--- config.mk ---
export PLATFORM = sky130hd
export DESIGN_NAME = ccr_front
export DESIGN_NICKNAME = d
export VERILOG_FILES = /design/src/design/ccr_pkg.sv /design/src/design/ccr_front.sv
export SDC_FILE = /design/constraint.sdc
export NUM_CORES = 1
export LEC_CHECK = 0
export BUFFER_PORTS_ARGS = -buffer_cell sky130_fd_sc_hd__buf_4
export CAP_MARGIN = 20
export CORE_AREA = 2 2 173 175
export CTS_BUF_LIST = sky130_fd_sc_hd__clkbuf_16
export CTS_CLUSTER_DIAMETER = 80
export DETAILED_ROUTE_END_ITERATION = 12
export DIE_AREA = 0 0 175 177
export PLACE_DENSITY = 0.48
export SLEW_MARGIN = 10
export SYNTH_ARGS = -nofsm -noshare
export SYNTH_HDL_FRONTEND = slang
export SYNTH_SLANG_ARGS = --single-unit
--- constraint.sdc ---
create_clock -name clk_i -period 12.15 [get_ports clk_i]
set_input_delay 2.43 -clock clk_i [delete_from_list [all_inputs] [get_ports clk_i]]
set_output_delay 2.43 -clock clk_i [all_outputs]
set_load 0.005 [all_outputs]
--- src/design/ccr_pkg.sv ---
// Shared types, constants and arithmetic helpers for the contact collision response block.
package ccr_pkg;

  localparam int unsigned NormW     = 18;
  localparam int unsigned ValW      = 32;
  localparam int unsigned DistW     = 33;
  localparam int unsigned BounceW   = 18;
  localparam int unsigned ModeW     = 2;
  localparam int unsigned QueueDepthDef = 2;

  localparam logic signed [DistW-1:0] MarginQ16 = 33'sd66;

  typedef enum logic [1:0] {
    OP_NONE   = 2'd0,
    OP_FIRST  = 2'd1,
    OP_SECOND = 2'd2,
    OP_BOTH   = 2'd3
  } ccr_op_e;

  typedef struct packed {
    ccr_op_e                    op;
    logic signed [NormW-1:0]    nx;
    logic signed [NormW-1:0]    ny;
    logic signed [DistW-1:0]    sep;
    logic [BounceW-1:0]         bounce;
    logic signed [ValW-1:0]     v1x;
    logic signed [ValW-1:0]     v1y;
    logic signed [ValW-1:0]     v2x;
    logic signed [ValW-1:0]     v2y;
  } ccr_item_t;

  typedef struct packed {
    logic full;
    logic empty;
  } ccr_qstat_t;

  function automatic logic signed [31:0] ccr_sat(input logic signed [43:0] v);
    logic signed [31:0] r;
    if (v > 44'sd2147483647) begin
      r = 32'sh7fffffff;
    end else if (v < -44'sd2147483648) begin
      r = 32'sh80000000;
    end else begin
      r = v[31:0];
    end
    return r;
  endfunction

  // Round half up, product scaled down by 2^16.
  function automatic logic signed [42:0] ccr_rnd16(input logic signed [57:0] v);
    logic signed [58:0] t;
    t = 59'(v) + 59'sd32768;
    return t[58:16];
  endfunction

  // Round half up, product scaled down by 2^17.
  function automatic logic signed [41:0] ccr_rnd17(input logic signed [57:0] v);
    logic signed [58:0] t;
    t = 59'(v) + 59'sd65536;
    return t[58:17];
  endfunction

endpackage

--- src/design/ccr_front.sv ---
// Front end: accepts contact requests, adds the margin and classifies the body mode.
module ccr_front import ccr_pkg::*; (
  input  logic                       clk_i,
  input  logic                       rst_ni,
  input  logic                       in_valid_i,
  output logic                       in_stall_o,
  input  logic signed [NormW-1:0]    normal_x_i,
  input  logic signed [NormW-1:0]    normal_y_i,
  input  logic signed [ValW-1:0]     penetration_i,
  input  logic [BounceW-1:0]         bounciness_sum_i,
  input  logic [ModeW-1:0]           dynamic_mode_i,
  input  logic signed [ValW-1:0]     first_velocity_x_i,
  input  logic signed [ValW-1:0]     first_velocity_y_i,
  input  logic signed [ValW-1:0]     second_velocity_x_i,
  input  logic signed [ValW-1:0]     second_velocity_y_i,
  input  ccr_qstat_t                 qstat_i,
  output logic                       push_o,
  output ccr_item_t                  item_o
);

  logic      valid_q, valid_d;
  ccr_item_t item_q;
  ccr_op_e   op;
  logic      accept;

  always_comb begin
    unique case (dynamic_mode_i)
      2'd1:    op = OP_FIRST;
      2'd2:    op = OP_SECOND;
      2'd3:    op = OP_BOTH;
      default: op = OP_NONE;
    endcase
  end

  assign push_o     = valid_q && !qstat_i.full;
  assign in_stall_o = valid_q && qstat_i.full;
  assign accept     = in_valid_i && !in_stall_o;
  assign item_o     = item_q;

  always_comb begin
    valid_d = valid_q;
    if (accept) begin
      valid_d = 1'b1;
    end else if (push_o) begin
      valid_d = 1'b0;
    end
  end

  always_ff @(posedge clk_i or negedge rst_ni) begin
    if (!rst_ni) begin
      valid_q <= 1'b0;
    end else begin
      valid_q <= valid_d;
    end
  end

  always_ff @(posedge clk_i) begin
    if (accept) begin
      item_q.op     <= op;
      item_q.nx     <= normal_x_i;
      item_q.ny     <= normal_y_i;
      item_q.sep    <= DistW'(penetration_i) + MarginQ16;
      item_q.bounce <= bounciness_sum_i;
      item_q.v1x    <= first_velocity_x_i;
      item_q.v1y    <= first_velocity_y_i;
      item_q.v2x    <= second_velocity_x_i;
      item_q.v2y    <= second_velocity_y_i;
    end
  end

endmodule

# == After elaboration in Yosys (flattened, before gate mapping) ==
# Index checks and enable logic that the tools add are counted.
# word_totals
reg_bits,218
inputBits,221
out_inout_bits,219
elab_cells,23
# op_classes
addsub,1
n_eq_ne,3
muxes,3
reduce_logical,6
# ops
operator,count
32-bit by 8-bit adder with 33-bit output (second input constant),1
2-bit case mux with 3 select lines,1
2-bit == test (second input constant),2
1-bit logical AND,3
2-bit by 1-bit == test with 1-bit output (second input constant),1
1-bit logical NOT,2
1-bit two-way mux,2
2-bit nonzero test,1

# == Logic depth before layout (Yosys ltp) ==
# depth
ltp_word,4
depth_mapped,6
ltp_nobuf,5

# == Worst setup path before layout ==
# No wires, ideal clock.
# synth_timing
kind,input to register
from,in qstat_i[1] (netlist name)
to,reg item_q (netlist bit item_o[0]) (enable)
setup_time_ns,0.824
arrival_ns,12.177
required_ns,11.326
setup_slack_ns,-0.852
path_stages,2
n_path_buf,0
cell_sequence,and2_1 -> nor2b_1
# synth_via
elab_chain_len,3
# synth_rtl
element,line_no,text
start: declaration,ccr_front.sv:16,"input ccr_qstat_t qstat_i,"
1-bit logical AND,ccr_front.sv:36,assign in_stall_o = valid_q && qstat_i.full;
1-bit logical NOT,ccr_front.sv:37,assign accept = in_valid_i && !in_stall_o;
1-bit logical AND,ccr_front.sv:37,
net accept,ccr_front.sv:24,logic accept;
end: declaration,ccr_front.sv:22,ccr_item_t item_q;
# The timed path passes the listed nets, and every way through them passes these cells.
# A chain may end at the register's enable or synchronous reset.

# == Worst setup path after layout ==
# layout_timing
from,in qstat_i[1] (netlist name)
to,out in_stall_o
# layout_via
elab_chain_len,1
# layout_rtl
element,line_no,text
1-bit logical AND,ccr_front.sv:36,
end: declaration,ccr_front.sv:6,"output logic in_stall_o,"
# No other way between the ends.

==> impl_metrics.prom <==
# TYPE chip_impl_metric gauge
chip_impl_metric{name="p_per_area",unit="nW/µm²"} 153
chip_impl_metric{name="final_core_util",unit="%"} 40.3
chip_impl_metric{name="required",unit="ns"} 9.72
chip_impl_metric{name="finalCriticalPeriod",unit="ns"} 5.30
chip_impl_metric{name="die_width",unit="µm"} 175
chip_impl_metric{name="grt_pass1_wl",unit="µm"} 30100
chip_impl_metric{name="h-tree-depth",unit=""} 1
chip_impl_metric{name="routed-via-count",unit=""} 4688
chip_impl_metric{name="layout.nets",unit=""} 996
chip_impl_metric{name="global_route.usage.total",unit="%"} 13.0
chip_impl_metric{name="fraction_of_the_cycle_the_final_worst_path_needs",unit="%"} 43.6
chip_impl_info{name="outcome",value="complete, no violations"} 1
chip_impl_metric{name="synthToLayoutAreaGrowth",unit="%"} 63.5
chip_impl_info{name="cts_tree",value="done"} 1
chip_impl_metric{name="design.die.area",unit="µm²"} 31000
chip_impl_metric{name="power",unit="mW"} 1.81
chip_impl_metric{name="clk_pin_slew",unit="ns"} 0.06
chip_impl_metric{name="timing.fmax",unit="GHz"} 0.189
chip_impl_metric{name="synth_fp_nets",unit=""} 534
chip_impl_metric{name="yosysWarningCount",unit=""} 0
chip_impl_metric{name="cts_hold_buf",unit=""} 0
chip_impl_metric{name="report.final.setup_viol",unit=""} 0
chip_impl_metric{name="portBuffers",unit=""} 438
chip_impl_metric{name="initial_utilization",unit="%"} 24.7
chip_impl_metric{name="fin_tns_setup",unit="ns"} 0
chip_impl_metric{name="grt_overflow_total",unit=""} 0
chip_impl_metric{name="ctsLongestPathBuffers",unit=""} 3
chip_impl_metric{name="ff_latch_area",unit="µm²"} 6540
chip_impl_metric{name="routabilityCongestion",unit=""} 0.741
chip_impl_info{name="critical_path.reg2reg.startpoint",value="valid_q$_DFFE_PN0P_"} 1
chip_impl_info{name="setup_repair_after_global_routing_missed_its_margin",value="false"} 1
chip_impl_metric{name="worst-slew-pin-transition",unit="ns"} 1.05
chip_impl_metric{name="holdPathStages",unit=""} 2
chip_impl_metric{name="drive_gt1_share",unit="%"} 60.9
chip_impl_metric{name="grt_max_degree",unit=""} 76
chip_impl_metric{name="final.setup_skew",unit="ns"} 0.00488
chip_impl_metric{name="worst-path-max-fanout",unit=""} 3
chip_impl_info{name="timing.setup.critical_path_class",value="in2out"} 1
chip_impl_metric{name="worstSkewPairLatency",unit="ns"} 0.52
chip_impl_metric{name="seq_area_frac_synth",unit="%"} 90.7
chip_impl_metric{name="r2r_cells",unit=""} 4
chip_impl_metric{name="post-dp-hpwl",unit="µm"} 16400
chip_impl_metric{name="area_taken_by_multi_input_logic_gates",unit="µm²"} 631
chip_impl_metric{name="detail_route.drc_violations",unit=""} 0
chip_impl_info{name="type_of_the_tightest_min_delay_check",value="reg2reg"} 1
chip_impl_metric{name="detail_route.wl_per_cell",unit="µm"} 18.3
chip_impl_metric{name="timing.final.max_slew_violations",unit=""} 0
chip_impl_metric{name="placed_area",unit="µm²"} 11000
chip_impl_metric{name="cellLeakagePower",unit="nW"} 4.84
chip_impl_metric{name="drt-initial-drc-count",unit=""} 225
chip_impl_metric{name="syn_inst",unit=""} 312
chip_impl_metric{name="core.rowCount",unit=""} 63
chip_impl_metric{name="slew-limit-headroom",unit="%"} 29.6
chip_impl_metric{name="number_of_global_route_vias_before_repair",unit=""} 4758
chip_impl_metric{name="detail_route.wirelength",unit="µm"} 21600
chip_impl_metric{name="overall_die_height",unit="µm"} 177
chip_impl_metric{name="ir_worst_vdd",unit="V"} 0.0000786
chip_impl_metric{name="avg_vias_per_cell",unit=""} 3.96
chip_impl_info{name="timing.hold.worst.start",value="valid_q$_DFFE_PN0P_"} 1
chip_impl_metric{name="tritoncts_num_sinks",unit=""} 218
chip_impl_metric{name="synth_cell_types",unit=""} 29
chip_impl_info{name="cts-root-buf",value="clkbuf_16"} 1
chip_impl_metric{name="post-cts-setup-buffer-count",unit=""} 0
chip_impl_metric{name="core_area",unit="µm²"} 29200
chip_impl_metric{name="synthesis.area_per_instance",unit="µm²"} 23.1
chip_impl_info{name="critPathLaunchType",value="input pin"} 1
chip_impl_metric{name="max_cap_viol_count",unit=""} 0
chip_impl_metric{name="numCtsBuffers",unit=""} 25
chip_impl_info{name="reg2reg_to",value="item_o[163]$_DFFE_PP_"} 1
chip_impl_info{name="crit_path_capture_type",value="output port"} 1
chip_impl_metric{name="postRouteAntennaNets",unit=""} 0
chip_impl_metric{name="final_hold_viol_count",unit=""} 0
chip_impl_metric{name="timing.reg2reg.setup_slack",unit="ns"} 9.26
chip_impl_metric{name="synth.ff_latch_count",unit=""} 218
chip_impl_metric{name="final_area",unit="µm²"} 11800
chip_impl_metric{name="detailedRoute.firstPassIterationCount",unit=""} 5
chip_impl_metric{name="synth_area",unit="µm²"} 7210
chip_impl_metric{name="cp.arrival",unit="ns"} 2.87
chip_impl_info{name="holdPathEnd",value="valid_q$_DFFE_PN0P_"} 1
chip_impl_metric{name="antenna_found_initial",unit=""} 1
chip_impl_metric{name="top_level_ports",unit=""} 440
chip_impl_metric{name="filler_cell_count",unit=""} 2758
chip_impl_metric{name="cts_resized",unit=""} 0
==> layout by cell type (no fill, tap or decap), types with 2 or more instances in the layout <==
cell,synthesis,layout
nand4_1,11,11
and3_1,5,5
xnor2_1,25,25
nor2_1,5,5
bufinv_16,0,4
nand2_1,8,8
edfxtp_1,217,217
buf_4,1,441
clkinv_2,0,3
nand3_1,11,11
xor2_1,4,4
inv_1,2,8
clkbuf_16,0,25
clkinv_1,0,5
and2_1,2,2
==> where the power goes <==
group / internal, mW / switching, mW / total, mW
sequential: 0.880 / 0.0110 / 0.891
combinational: 0.0951 / 0.0642 / 0.159
clock: 0.457 / 0.300 / 0.757
total: 1.43 / 0.375 / 1.81
==> routing by layer <==
layer	global-route usage, %	vias up	wire length [µm]
li1	-	2161	-
met1	14.8	2239	7960
met2	22.4	254	10900
met3	5.13	34	2280
met4	3.89	0	484
met5	0	-	0
==> worst max-delay path by stage <==
stage	to	startpoint
finish	in_stall_o	qstat_i[1]
global route	in_stall_o	qstat_i[1]
CTS	in_stall_o	qstat_i[1]
detailed placement	in_stall_o	qstat_i[1]
global placement	in_stall_o	qstat_i[1]
floorplan	item_o[0]$_DFFE_PP_	qstat_i[1]
==> through the flow <==
stage | worst slack, ns | hold WS [ns] | std cells
2_1_floorplan | 3.43 | 0.628 | 312
3_3_place_gp | 6.84 | 0.692 | 1137
3_5_place_dp | 6.85 | 0.681 | 1137
4_1_cts | 6.84 | 0.701 | 1182
5_1_grt | 6.83 | 0.735 | 1183
6_report | 6.85 | 0.692 | 1183
==> sequential cells by signal (all words and copies together) (netlist names) <==
signal,flops
item_o,217
valid_q,1
==> final cells by class <==
class	count	area share (%)
tap	390	4.14
sequential	218	55.4
inverter	2	0.0636
antenna	1	0.0212
clock inverter	20	1.63
clock buffer	25	5.30
multi-input combinational	86	5.34
timing repair buffer	441	28.1
==> logic make-up after synthesis <==
| family | Yosys count | share of synthesized area (%) |
|---|---|---|
| AOI/OAI and AO/OA | 3 | 0.364 |
| xor gates and xnor gates | 29 | 3.52 |
| adders and majority gates | 1 | 0.173 |
| buffers and inverters | 8 | 0.694 |
| DFF | 218 | 90.7 |
| and+or+nand+nor | 53 | 4.58 |
==> Yosys cell counts <==
cell type  instances  area (µm²)
xnor2_1           25         219
nor3_1             1        5.00
dfrtp_1            1        25.0
clkbuf_1           2        7.51
nor2b_1            2        12.5
edfxtp_1         217        6520
nand2_1            8        30.0
o21bai_1           1        7.51
inv_1              2        7.51
xor2_1             4        35.0
nor2_1             5        18.8
and3_1             5        31.3
buf_2              1        5.00
nor4_4             1        21.3
and2_1             2        12.5
or2_2              1        6.26
buf_6              2        22.5
nand4b_1           1        8.76
nand4_1           11        68.8
o31a_1             1        8.76
nand4_4            1        21.3
nand3_1           11        55.1
buf_4              1        7.51
a41o_1             1        10.0
and3_2             1        7.51
and4_2             1        10.0
nand4_2            1        12.5
ha_1               1        12.5
and4_1             1        8.76
==> worst max-delay path: stages <==
cell	delay [ns]
buf_4	0.11
and2_1	0.17
buf_4	0.16
No activity file was read; power rests on OpenSTA's default activity.
