[src/design/ccr_pkg.sv]
// Shared types, constants and arithmetic helpers for the contact collision response block.
package ccr_pkg;

  localparam int unsigned NormW     = 18;
  localparam int unsigned ValW      = 32;
  localparam int unsigned DistW     = 33;
  localparam int unsigned BounceW   = 18;
  localparam int unsigned ModeW     = 2;
  localparam int unsigned QueueDepthDef = 2;

  localparam logic signed [DistW-1:0] MarginQ16 = 33'sd66;

  typedef enum logic [1:0] {
    OP_NONE   = 2'd0,
    OP_FIRST  = 2'd1,
    OP_SECOND = 2'd2,
    OP_BOTH   = 2'd3
  } ccr_op_e;

  typedef struct packed {
    ccr_op_e                    op;
    logic signed [NormW-1:0]    nx;
    logic signed [NormW-1:0]    ny;
    logic signed [DistW-1:0]    sep;
    logic [BounceW-1:0]         bounce;
    logic signed [ValW-1:0]     v1x;
    logic signed [ValW-1:0]     v1y;
    logic signed [ValW-1:0]     v2x;
    logic signed [ValW-1:0]     v2y;
  } ccr_item_t;

  typedef struct packed {
    logic full;
    logic empty;
  } ccr_qstat_t;

  function automatic logic signed [31:0] ccr_sat(input logic signed [43:0] v);
    logic signed [31:0] r;
    if (v > 44'sd2147483647) begin
      r = 32'sh7fffffff;
    end else if (v < -44'sd2147483648) begin
      r = 32'sh80000000;
    end else begin
      r = v[31:0];
    end
    return r;
  endfunction

  // Round half up, product scaled down by 2^16.
  function automatic logic signed [42:0] ccr_rnd16(input logic signed [57:0] v);
    logic signed [58:0] t;
    t = 59'(v) + 59'sd32768;
    return t[58:16];
  endfunction

  // Round half up, product scaled down by 2^17.
  function automatic logic signed [41:0] ccr_rnd17(input logic signed [57:0] v);
    logic signed [58:0] t;
    t = 59'(v) + 59'sd65536;
    return t[58:17];
  endfunction

endpackage

[src/design/ccr_queue.sv]
// Short request queue between the front end and the arithmetic back end.
module ccr_queue import ccr_pkg::*; #(
  parameter int unsigned Depth = QueueDepthDef
) (
  input  logic       clk_i,
  input  logic       rst_ni,
  input  logic       push_i,
  input  ccr_item_t  item_i,
  input  logic       pop_i,
  output ccr_item_t  item_o,
  output ccr_qstat_t qstat_o
);

  localparam int unsigned PtrW = (Depth > 1) ? $clog2(Depth) : 1;
  localparam int unsigned CntW = $clog2(Depth + 1);

  ccr_item_t         mem_q [Depth];
  logic [PtrW-1:0]   wr_q, wr_d, rd_q, rd_d;
  logic [CntW-1:0]   cnt_q, cnt_d;
  logic              do_push, do_pop;

  assign qstat_o.full  = (cnt_q == CntW'(Depth));
  assign qstat_o.empty = (cnt_q == '0);
  assign do_push = push_i && !qstat_o.full;
  assign do_pop  = pop_i && !qstat_o.empty;
  assign item_o  = mem_q[rd_q];

  always_comb begin
    wr_d  = wr_q;
    rd_d  = rd_q;
    cnt_d = cnt_q;
    if (do_push) begin
      wr_d = (wr_q == PtrW'(Depth - 1)) ? '0 : wr_q + 1'b1;
    end
    if (do_pop) begin
      rd_d = (rd_q == PtrW'(Depth - 1)) ? '0 : rd_q + 1'b1;
    end
    if (do_push && !do_pop) begin
      cnt_d = cnt_q + 1'b1;
    end else if (do_pop && !do_push) begin
      cnt_d = cnt_q - 1'b1;
    end
  end

  always_ff @(posedge clk_i or negedge rst_ni) begin
    if (!rst_ni) begin
      wr_q  <= '0;
      rd_q  <= '0;
      cnt_q <= '0;
    end else begin
      wr_q  <= wr_d;
      rd_q  <= rd_d;
      cnt_q <= cnt_d;
    end
  end

  always_ff @(posedge clk_i) begin
    if (do_push) begin
      mem_q[wr_q] <= item_i;
    end
  end

endmodule

[config.mk]
export PLATFORM = sky130hd
export DESIGN_NAME = ccr_queue
export DESIGN_NICKNAME = d
export VERILOG_FILES = /design/src/design/ccr_pkg.sv /design/src/design/ccr_queue.sv
export SDC_FILE = /design/constraint.sdc
export NUM_CORES = 1
export LEC_CHECK = 0
export BUFFER_PORTS_ARGS = -buffer_cell sky130_fd_sc_hd__buf_4
export CORE_MARGIN = 5
export CORE_UTILIZATION = 52
export CTS_CLUSTER_SIZE = 24
export DETAILED_ROUTE_END_ITERATION = 10
export GPL_TIMING_DRIVEN = 0
export PLACE_DENSITY = 0.79
export SLEW_MARGIN = 40
export SYNTH_ARGS = -nofsm -noshare
export SYNTH_HDL_FRONTEND = slang
export SYNTH_SLANG_ARGS = --single-unit
[constraint.sdc]
create_clock -name clk_i -period 13.3 [get_ports clk_i]
set_input_delay 0.665 -clock clk_i [delete_from_list [all_inputs] [get_ports clk_i]]
set_output_delay 0.665 -clock clk_i [all_outputs]
set_load 0.005 [all_outputs]
Word level (Yosys, flattened, before mapping)
Memories as Yosys holds them, arrays and structs flattened.
Index checks and enable logic that the tools add are counted.
{"block": "totals", "mem_count": 1, "reg_bits": 4, "output_inout_bits": 219, "ramBits": 434, "elab_cells": 25, "latchBits": 0, "rom_bits": 0}
{"block": "classes", "n_reduce_logical": 10, "mux": 6, "mul": 0, "n_shift": 0, "n_div": 0, "n_lt_le_gt_ge": 0, "n_addsub": 4, "n_eq_ne": 1, "n_bitwise": 0}
{"memory": "mem_q", "words": 2, "word_bits": 217, "rd": 1, "rd_clocked_by_memory_dff": 0, "wr": 1, "line": "ccr_queue.sv:17", "rtl": "ccr_item_t mem_q [Depth];"}
{"op": "1-bit logical AND", "n": 4}
{"op": "1-bit logical NOT", "n": 4}
{"op": "1-bit 2-to-1 mux", "n": 4}
{"op": "2-bit 2-to-1 mux", "n": 2}
{"op": "1-bit adder, second input constant", "n": 2}
{"op": "2-bit by 1-bit adder with 2-bit output, second input constant", "n": 1}
{"op": "2-bit equality test, second input constant", "n": 1}
{"op": "2-bit logical NOT", "n": 1}
{"op": "2-bit nonzero test", "n": 1}
{"op": "2-bit by 1-bit subtractor with 2-bit output, second input constant", "n": 1}

Longest topological paths before layout
Gate-level depths: netlist of run 1.
{"block": "depth", "word_depth": 7, "mapped_depth": 7}

Least setup slack after synthesis of run 1
No wires, ideal clock.
{"block": "synth_timing", "kind": "input -> register", "startpoint": "input port push_i", "endpoint": "memory mem_q[0][0] (netlist bit), enable pin", "path_slack_ns": 2.755, "stages": 2, "t_arrival_ns": 9.748, "required_ns": 12.502, "n_path_buf": 0, "path_cell_list": "nand2_1 -> nor2_1"}
{"block": "synth_via", "elab_chain_len": 3}
{"item": "from (decl)", "line": "ccr_queue.sv:7", "rtl": "input logic push_i,"}
{"item": "1-bit logical AND", "line": "ccr_queue.sv:24", "rtl": "assign do_push = push_i && !qstat_o.full;"}
{"item": "1-bit 2-to-1 mux", "line": "ccr_queue.sv:58", "rtl": "if (do_push) begin"}
{"item": "1-bit 2-to-1 mux (implied by the code)", "line": "ccr_queue.sv:59", "rtl": "mem_q[wr_q] <= item_i;"}
{"item": "to (decl)", "line": "ccr_queue.sv:17"}
No other way between the ends.

==> impl_metrics.py, run 1 <==
metrics = {
    "status": {
        "outcome": "completed",
    },
    "global_routing": {
        "antenna_found_initial": 2,
        "grt_first_pass_wirelength_um": 53800,
        "grt_pass1_vias": 9166,
        "grt_max_degree": 38,
        "grt.total_usage": 0.201,
        "grt_overflow": 0,
    },
    "die": {
        "io_pins": 440,
        "dieArea_mm2": 0.0350,
        "die_y_um": 187,
        "start_util": 0.530,
        "rows": 64,
        "die_w_um": 187,
        "core-area_mm2": 0.0307,
    },
    "timing": {
        "tightest_slew_ns": 0.556,
        "finalCriticalPeriod_ns": 2.67,
        "hold_viol": 0,
        "finalClockSkew_ns": 0.0111,
        "fmax_mhz": 375,
        "final.setup.tns_ns": 0,
        "rsz0062_at_grt": "false",
        "worst_slack_ns": 10.63,
        "fin_crit_sh": 0.201,
        "slew_viol_final": 0,
        "finalHoldWorstSlack_ns": 0.316,
        "setup_viol": 0,
        "slew_headroom": 0.629,
    },
    "clock_tree": {
        "worstSkewPairLatency_ns": 0.53,
        "root_buffer": "clkbuf_16",
        "path_clk_slew_ns": 0.06,
        "numCtsBuffers": 44,
        "cts_resized": 0,
        "post-cts-setup-buffers": 0,
        "ctsLongestPathBuffers": 3,
        "cts_tree": "done",
        "htree_levels": 2,
        "cts_sinks": 438,
        "hold_buffers": 1,
    },
    "worst_setup_path": {
        "arrival_ns": 2.00,
        "cp_cell_sequence": "buf_2, buf_4, mux2_2, buf_4",
        "crit_top_cell": "buf_4",
        "path_class": "reg -> out",
        "slowest_stage": "mux2_2",
        "cp_num_buf_inv": 3,
        "max_stage_delay_ns": 0.41,
        "cp-start-kind": "flop",
        "crit_fanout": 10,
        "crit_path_end_kind": "output port",
        "path_delay_family": "buffers and inverters",
        "crit_required_ns": 12.64,
    },
    "layout": {
        "area_growth_pct": 34.6,
        "antenna_cells": 0,
        "layout_commonest_cell": "buf_4",
        "nNetsFinal": 1422,
        "final_util": 0.713,
        "final_cell_mix": "buf_4 (441), edfxtp_1 (434), mux2_2 (117)",
        "n_fill_cell": 1899,
        "layout-drive-gt1-share": 0.619,
    },
    "pwr": {
        "power.leakage_nw": 8.54,
        "ir_drop_v": 0.000167,
        "finalPower_w": 0.00479,
        "power_density_mw_per_mm2": 218,
    },
    "synth": {
        "synth_area_per_cell_um2": 23.5,
        "synth_cell_type_count": 17,
        "seq_area_frac_synth": 0.806,
        "syn_nets": 916,
        "synthCells": 694,
        "synth_seq_cells": 438,
        "synth_area_mm2": 0.0163,
        "yosys_warnings": 0,
    },
    "route": {
        "vias": 8317,
        "drt-total-wl_um": 36300,
        "drt_iter0_markers": 371,
        "drt_first_pass_iters": 4,
        "vias_per_cell": 5.10,
        "ant_nets": 0,
        "wl_per_cell_um": 22.3,
        "drc": 0,
    },
    "placed_design": {
        "place_congestion": 0.770,
        "hpwl_um": 26900,
        "io_buffers": 439,
        "post-place-ws_ns": 10.72,
    },
    "hold_path": {
        "hold_class": "in -> reg",
    },
    "run": {
        "maxCapViolations": 0,
    },
}
area by class of cell:
class,instances,area [um^2],share of cell area
Tap cell,396,495,0.0226
Inverter,2,7.51,0.000342
Sequential cell,438,13100,0.599
Timing Repair Buffer,460,3740,0.170
Clock inverter,29,245,0.0112
Clock buffer,52,1150,0.0526
Multi-Input combinational cell,230,2920,0.133
Buffer,24,238,0.0108
cells in the mapped netlist:
| cell | number | area (um^2) |
|---|---|---|
| and3_1 | 1 | 6.26 |
| buf_2 | 10 | 50.1 |
| buf_4 | 2 | 15.0 |
| buf_6 | 2 | 22.5 |
| buf_8 | 10 | 150 |
| dfrtp_1 | 4 | 100 |
| edfxtp_1 | 434 | 13000 |
| ha_1 | 1 | 12.5 |
| inv_1 | 2 | 7.51 |
| mux2_2 | 117 | 1320 |
| mux2_4 | 100 | 1500 |
| nand2_1 | 1 | 3.75 |
| nand2b_1 | 1 | 6.26 |
| nor2_1 | 3 | 11.3 |
| o21ai_0 | 1 | 5.00 |
| xnor2_1 | 3 | 26.3 |
| xor2_1 | 2 | 17.5 |
kinds of logic after synthesis:
group / after synthesis / synth area share
AND/OR/NAND/NOR: 6 / 0.00169
adder cells (fa/ha/maj): 1 / 0.000768
flip-flops: 438 / 0.806
buffers and inverters: 26 / 0.0151
XOR/XNOR: 5 / 0.00269
multiplexers: 217 / 0.173
AO/OA/AOI/OAI: 1 / 0.000307
where the power goes:
| part | switching (W) | total (W) | internal (W) |
|---|---|---|---|
| clock network | 0.000486 | 0.00118 | 0.000698 |
| registers | 0.0000718 | 0.00195 | 0.00188 |
| logic | 0.000722 | 0.00165 | 0.000930 |
per-layer routing:
layer	global-route usage	vias up	part of all wire
li1	-	3800	-
met1	0.222	4103	0.35
met2	0.359	348	0.53
met3	0.0817	62	0.096
met4	0.0569	4	0.025
met5	0	-	0.0011
state kept, by name, indices dropped and copies added, names as in the netlist:
signal	count
mem_q	434
wr_q	1
rd_q	1
cnt_q	2
stage by stage:
step	instances	instance area, um^2
after floorplan	694	16300
after global placement	1529	20100
after detailed placement	1549	20500
after CTS	1631	21900
after global routing	1631	21900
final	1631	21900
path summary, 6_finish.rpt:
kind,start,slack (ns),end,depth (start not counted)
worst max-delay path,rd_q,10.63,item_o[175],4
worst min-delay path,item_i[22],0.32,mem_q[1][22],1
worst max register to register,cnt_q[0],10.86,mem_q[0][123],8
worst min register to register,cnt_q[1],0.53,cnt_q[1],1
max in group asynchronous,rst_ni,12.71,cnt_q[0],2
min in group asynchronous,rst_ni,0.49,wr_q,2
(Power assumes the default switching activity.)
==> run 2: changes to the inputs <==
--- a/config.mk
+++ b/config.mk
@@ -7,11 +7,11 @@
 export LEC_CHECK = 0
 export BUFFER_PORTS_ARGS = -buffer_cell sky130_fd_sc_hd__buf_4
 export CORE_MARGIN = 5
-export CORE_UTILIZATION = 52
+export CORE_UTILIZATION = 47
 export CTS_CLUSTER_SIZE = 24
 export DETAILED_ROUTE_END_ITERATION = 10
 export GPL_TIMING_DRIVEN = 0
-export PLACE_DENSITY = 0.79
+export PLACE_DENSITY = 0.76
 export SLEW_MARGIN = 40
 export SYNTH_ARGS = -nofsm -noshare
 export SYNTH_HDL_FRONTEND = slang
==> constraint.sdc (replaced) <==
create_clock -name clk_i -period 2.2 [get_ports clk_i]
set_input_delay 0.11 -clock clk_i [delete_from_list [all_inputs] [get_ports clk_i]]
set_output_delay 0.11 -clock clk_i [all_outputs]
set_load 0.005 [all_outputs]
==> impl_metrics.py, run 2 (synthesized netlist as in run 1, its figures left out) <==
metrics = {
    "status": {
        "outcome": "completed",
    },
    "timing": {
        "slew_headroom": 0.798,
        "hold_viol": 0,
        "fin_crit_sh": 0.963,
        "finalClockSkew_ns": 0.0159,
        "finalHoldWorstSlack_ns": 0.279,
        "setup_viol": 0,
        "tightest_slew_ns": 0.300,
        "final.setup.tns_ns": 0,
        "slew_viol_final": 0,
        "fmax_mhz": 472,
        "finalCriticalPeriod_ns": 2.12,
        "rsz0062_at_grt": "false",
    },
    "global_routing": {
        "antenna_found_initial": 3,
        "grt_first_pass_wirelength_um": 62200,
        "grt_overflow": 0,
        "grt_pass1_vias": 10400,
        "grt_max_degree": 41,
        "grt.total_usage": 0.214,
    },
    "pwr": {
        "ir_drop_v": 0.00103,
        "power_density_mw_per_mm2": 1230,
        "power.leakage_nw": 9.49,
        "finalPower_w": 0.0298,
    },
    "worst_setup_path": {
        "crit_required_ns": 2.09,
        "max_stage_delay_ns": 0.35,
        "cp_num_buf_inv": 4,
        "cp-start-kind": "flop",
        "crit_fanout": 10,
        "path_class": "reg -> out",
        "arrival_ns": 2.01,
        "crit_top_cell": "buf_8",
        "crit_path_end_kind": "output port",
        "cp_cell_sequence": "buf_6, buf_8, buf_8, mux2_4, buf_4",
        "path_delay_family": "buffers and inverters",
        "slowest_stage": "dfrtp_1",
    },
    "placed_design": {
        "dpl_cell_area_mm2": 0.0206,
        "hpwl_um": 26500,
        "place_congestion": 0.771,
        "io_buffers": 439,
    },
    "route": {
        "vias_per_cell": 4.91,
        "ant_nets": 0,
        "drt_first_pass_iters": 4,
        "drc": 0,
        "drt_iter0_markers": 397,
        "wl_per_cell_um": 22.0,
        "drt-total-wl_um": 42200,
        "vias": 9397,
    },
    "clock_tree": {
        "numCtsBuffers": 45,
        "cts_sinks": 438,
        "worstSkewPairLatency_ns": 0.55,
        "root_buffer": "clkbuf_16",
        "path_clk_slew_ns": 0.07,
        "ctsLongestPathBuffers": 3,
        "cts_tree": "done",
        "htree_levels": 2,
    },
    "layout": {
        "final_cell_mix": "buf_4 (442), edfxtp_1 (434), dlygate4sd3_1 (221)",
        "fin_area_mm2": 0.0243,
        "nNetsFinal": 1645,
        "reg_top3": "mem_q: 434 flops, cnt_q: 2 flops",
        "layout_commonest_cell": "buf_4",
        "largest_register": "mem_q",
        "area_growth_pct": 49.1,
        "layout-drive-gt1-share": 0.526,
        "largest_reg_flops": 434,
    },
    "die": {
        "core-area_mm2": 0.0344,
        "rows": 68,
        "start_util": 0.474,
        "io_pins": 440,
        "die_w_um": 196,
        "die_y_um": 196,
        "dieArea_mm2": 0.0385,
    },
    "hold_path": {
        "hold_class": "in -> reg",
    },
    "run": {
        "maxCapViolations": 0,
    },
}
-- run 2: changes by cell type in the layout (fill, tap and decap cells not counted), moves of 2 or more --
cell	change
dlygate4sd3_1	+220
clkinv_2	-5
diode_2	+3
buf_8	+2
clkbuf_16	+2
-- run 2: cell type report --
class	instances	area, um^2
Timing Repair Buffer	682	5950
Tap cell	455	569
Clock inverter	25	224
Fill cell	2038	10100
Inverter	2	7.51
Sequential cell	438	13100
Buffer	24	241
Antenna cell	3	7.51
Clock buffer	55	1210
Multi-Input combinational cell	230	2940
-- run 2: path summary, 6_finish.rpt --
kind / slack, ns / from / cells after the start / endpoint
max: 0.08 / rd_q / 5 / item_o[102]
min: 0.28 / item_i[18] / 2 / mem_q[1][18]
max reg2reg: 0.11 / cnt_q[0] / 5 / mem_q[1][157]
min reg2reg: 0.57 / cnt_q[0] / 1 / cnt_q[0]
max in group asynchronous: 1.48 / rst_ni / 3 / cnt_q[1]
min in group asynchronous: 0.53 / rst_ni / 3 / cnt_q[0]
-- run 2: worst register-to-register path, cell delays in order (launching register included) --
cell      delay [ns]
dfrtp_1         0.43
nand2b_4        0.19
and3_4          0.39
buf_12          0.26
buf_12          0.24
buf_12          0.24
-- run 2: where the power goes --
| group | internal (W) | switching [W] | total [W] |
|---|---|---|---|
| combinational | 0.00592 | 0.00463 | 0.0106 |
| sequential | 0.0114 | 0.000472 | 0.0119 |
| clock | 0.00436 | 0.00307 | 0.00743 |
| total | 0.0217 | 0.00818 | 0.0298 |
-- run 2: repair_timing --
action / in CTS / in global routing
hold endpoints to repair: 440 / 0
buffers inserted: 1 / 0
setup endpoints to repair: 37 / 0
gates resized for setup: 1 / 0
hold buffers: 221 / 0
-- run 2: metal layers --
| layer | global-route usage | routed length (um) | share of wire | vias up |
|---|---|---|---|---|
| met5 | 0 | 0 | 0 | - |
| met4 | 0.0856 | 1540 | 0.036 | 0 |
| met3 | 0.0694 | 3660 | 0.087 | 86 |
| met2 | 0.384 | 22200 | 0.53 | 430 |
| met1 | 0.235 | 14800 | 0.35 | 4650 |
| li1 | - | - | - | 4231 |
-- run 2: through the flow --
| step | setup slack (ns) | util | std cells |
|---|---|---|---|
| finish | 0.0803 | 0.706 | 1914 |
| CTS | 0.0260 | 0.706 | 1911 |
| detailed placement | -0.247 | 0.600 | 1609 |
| global placement | -3.87 | 0.587 | 1588 |
| global route | 0.0108 | 0.706 | 1914 |
| floorplan | -2.05 | - | 694 |
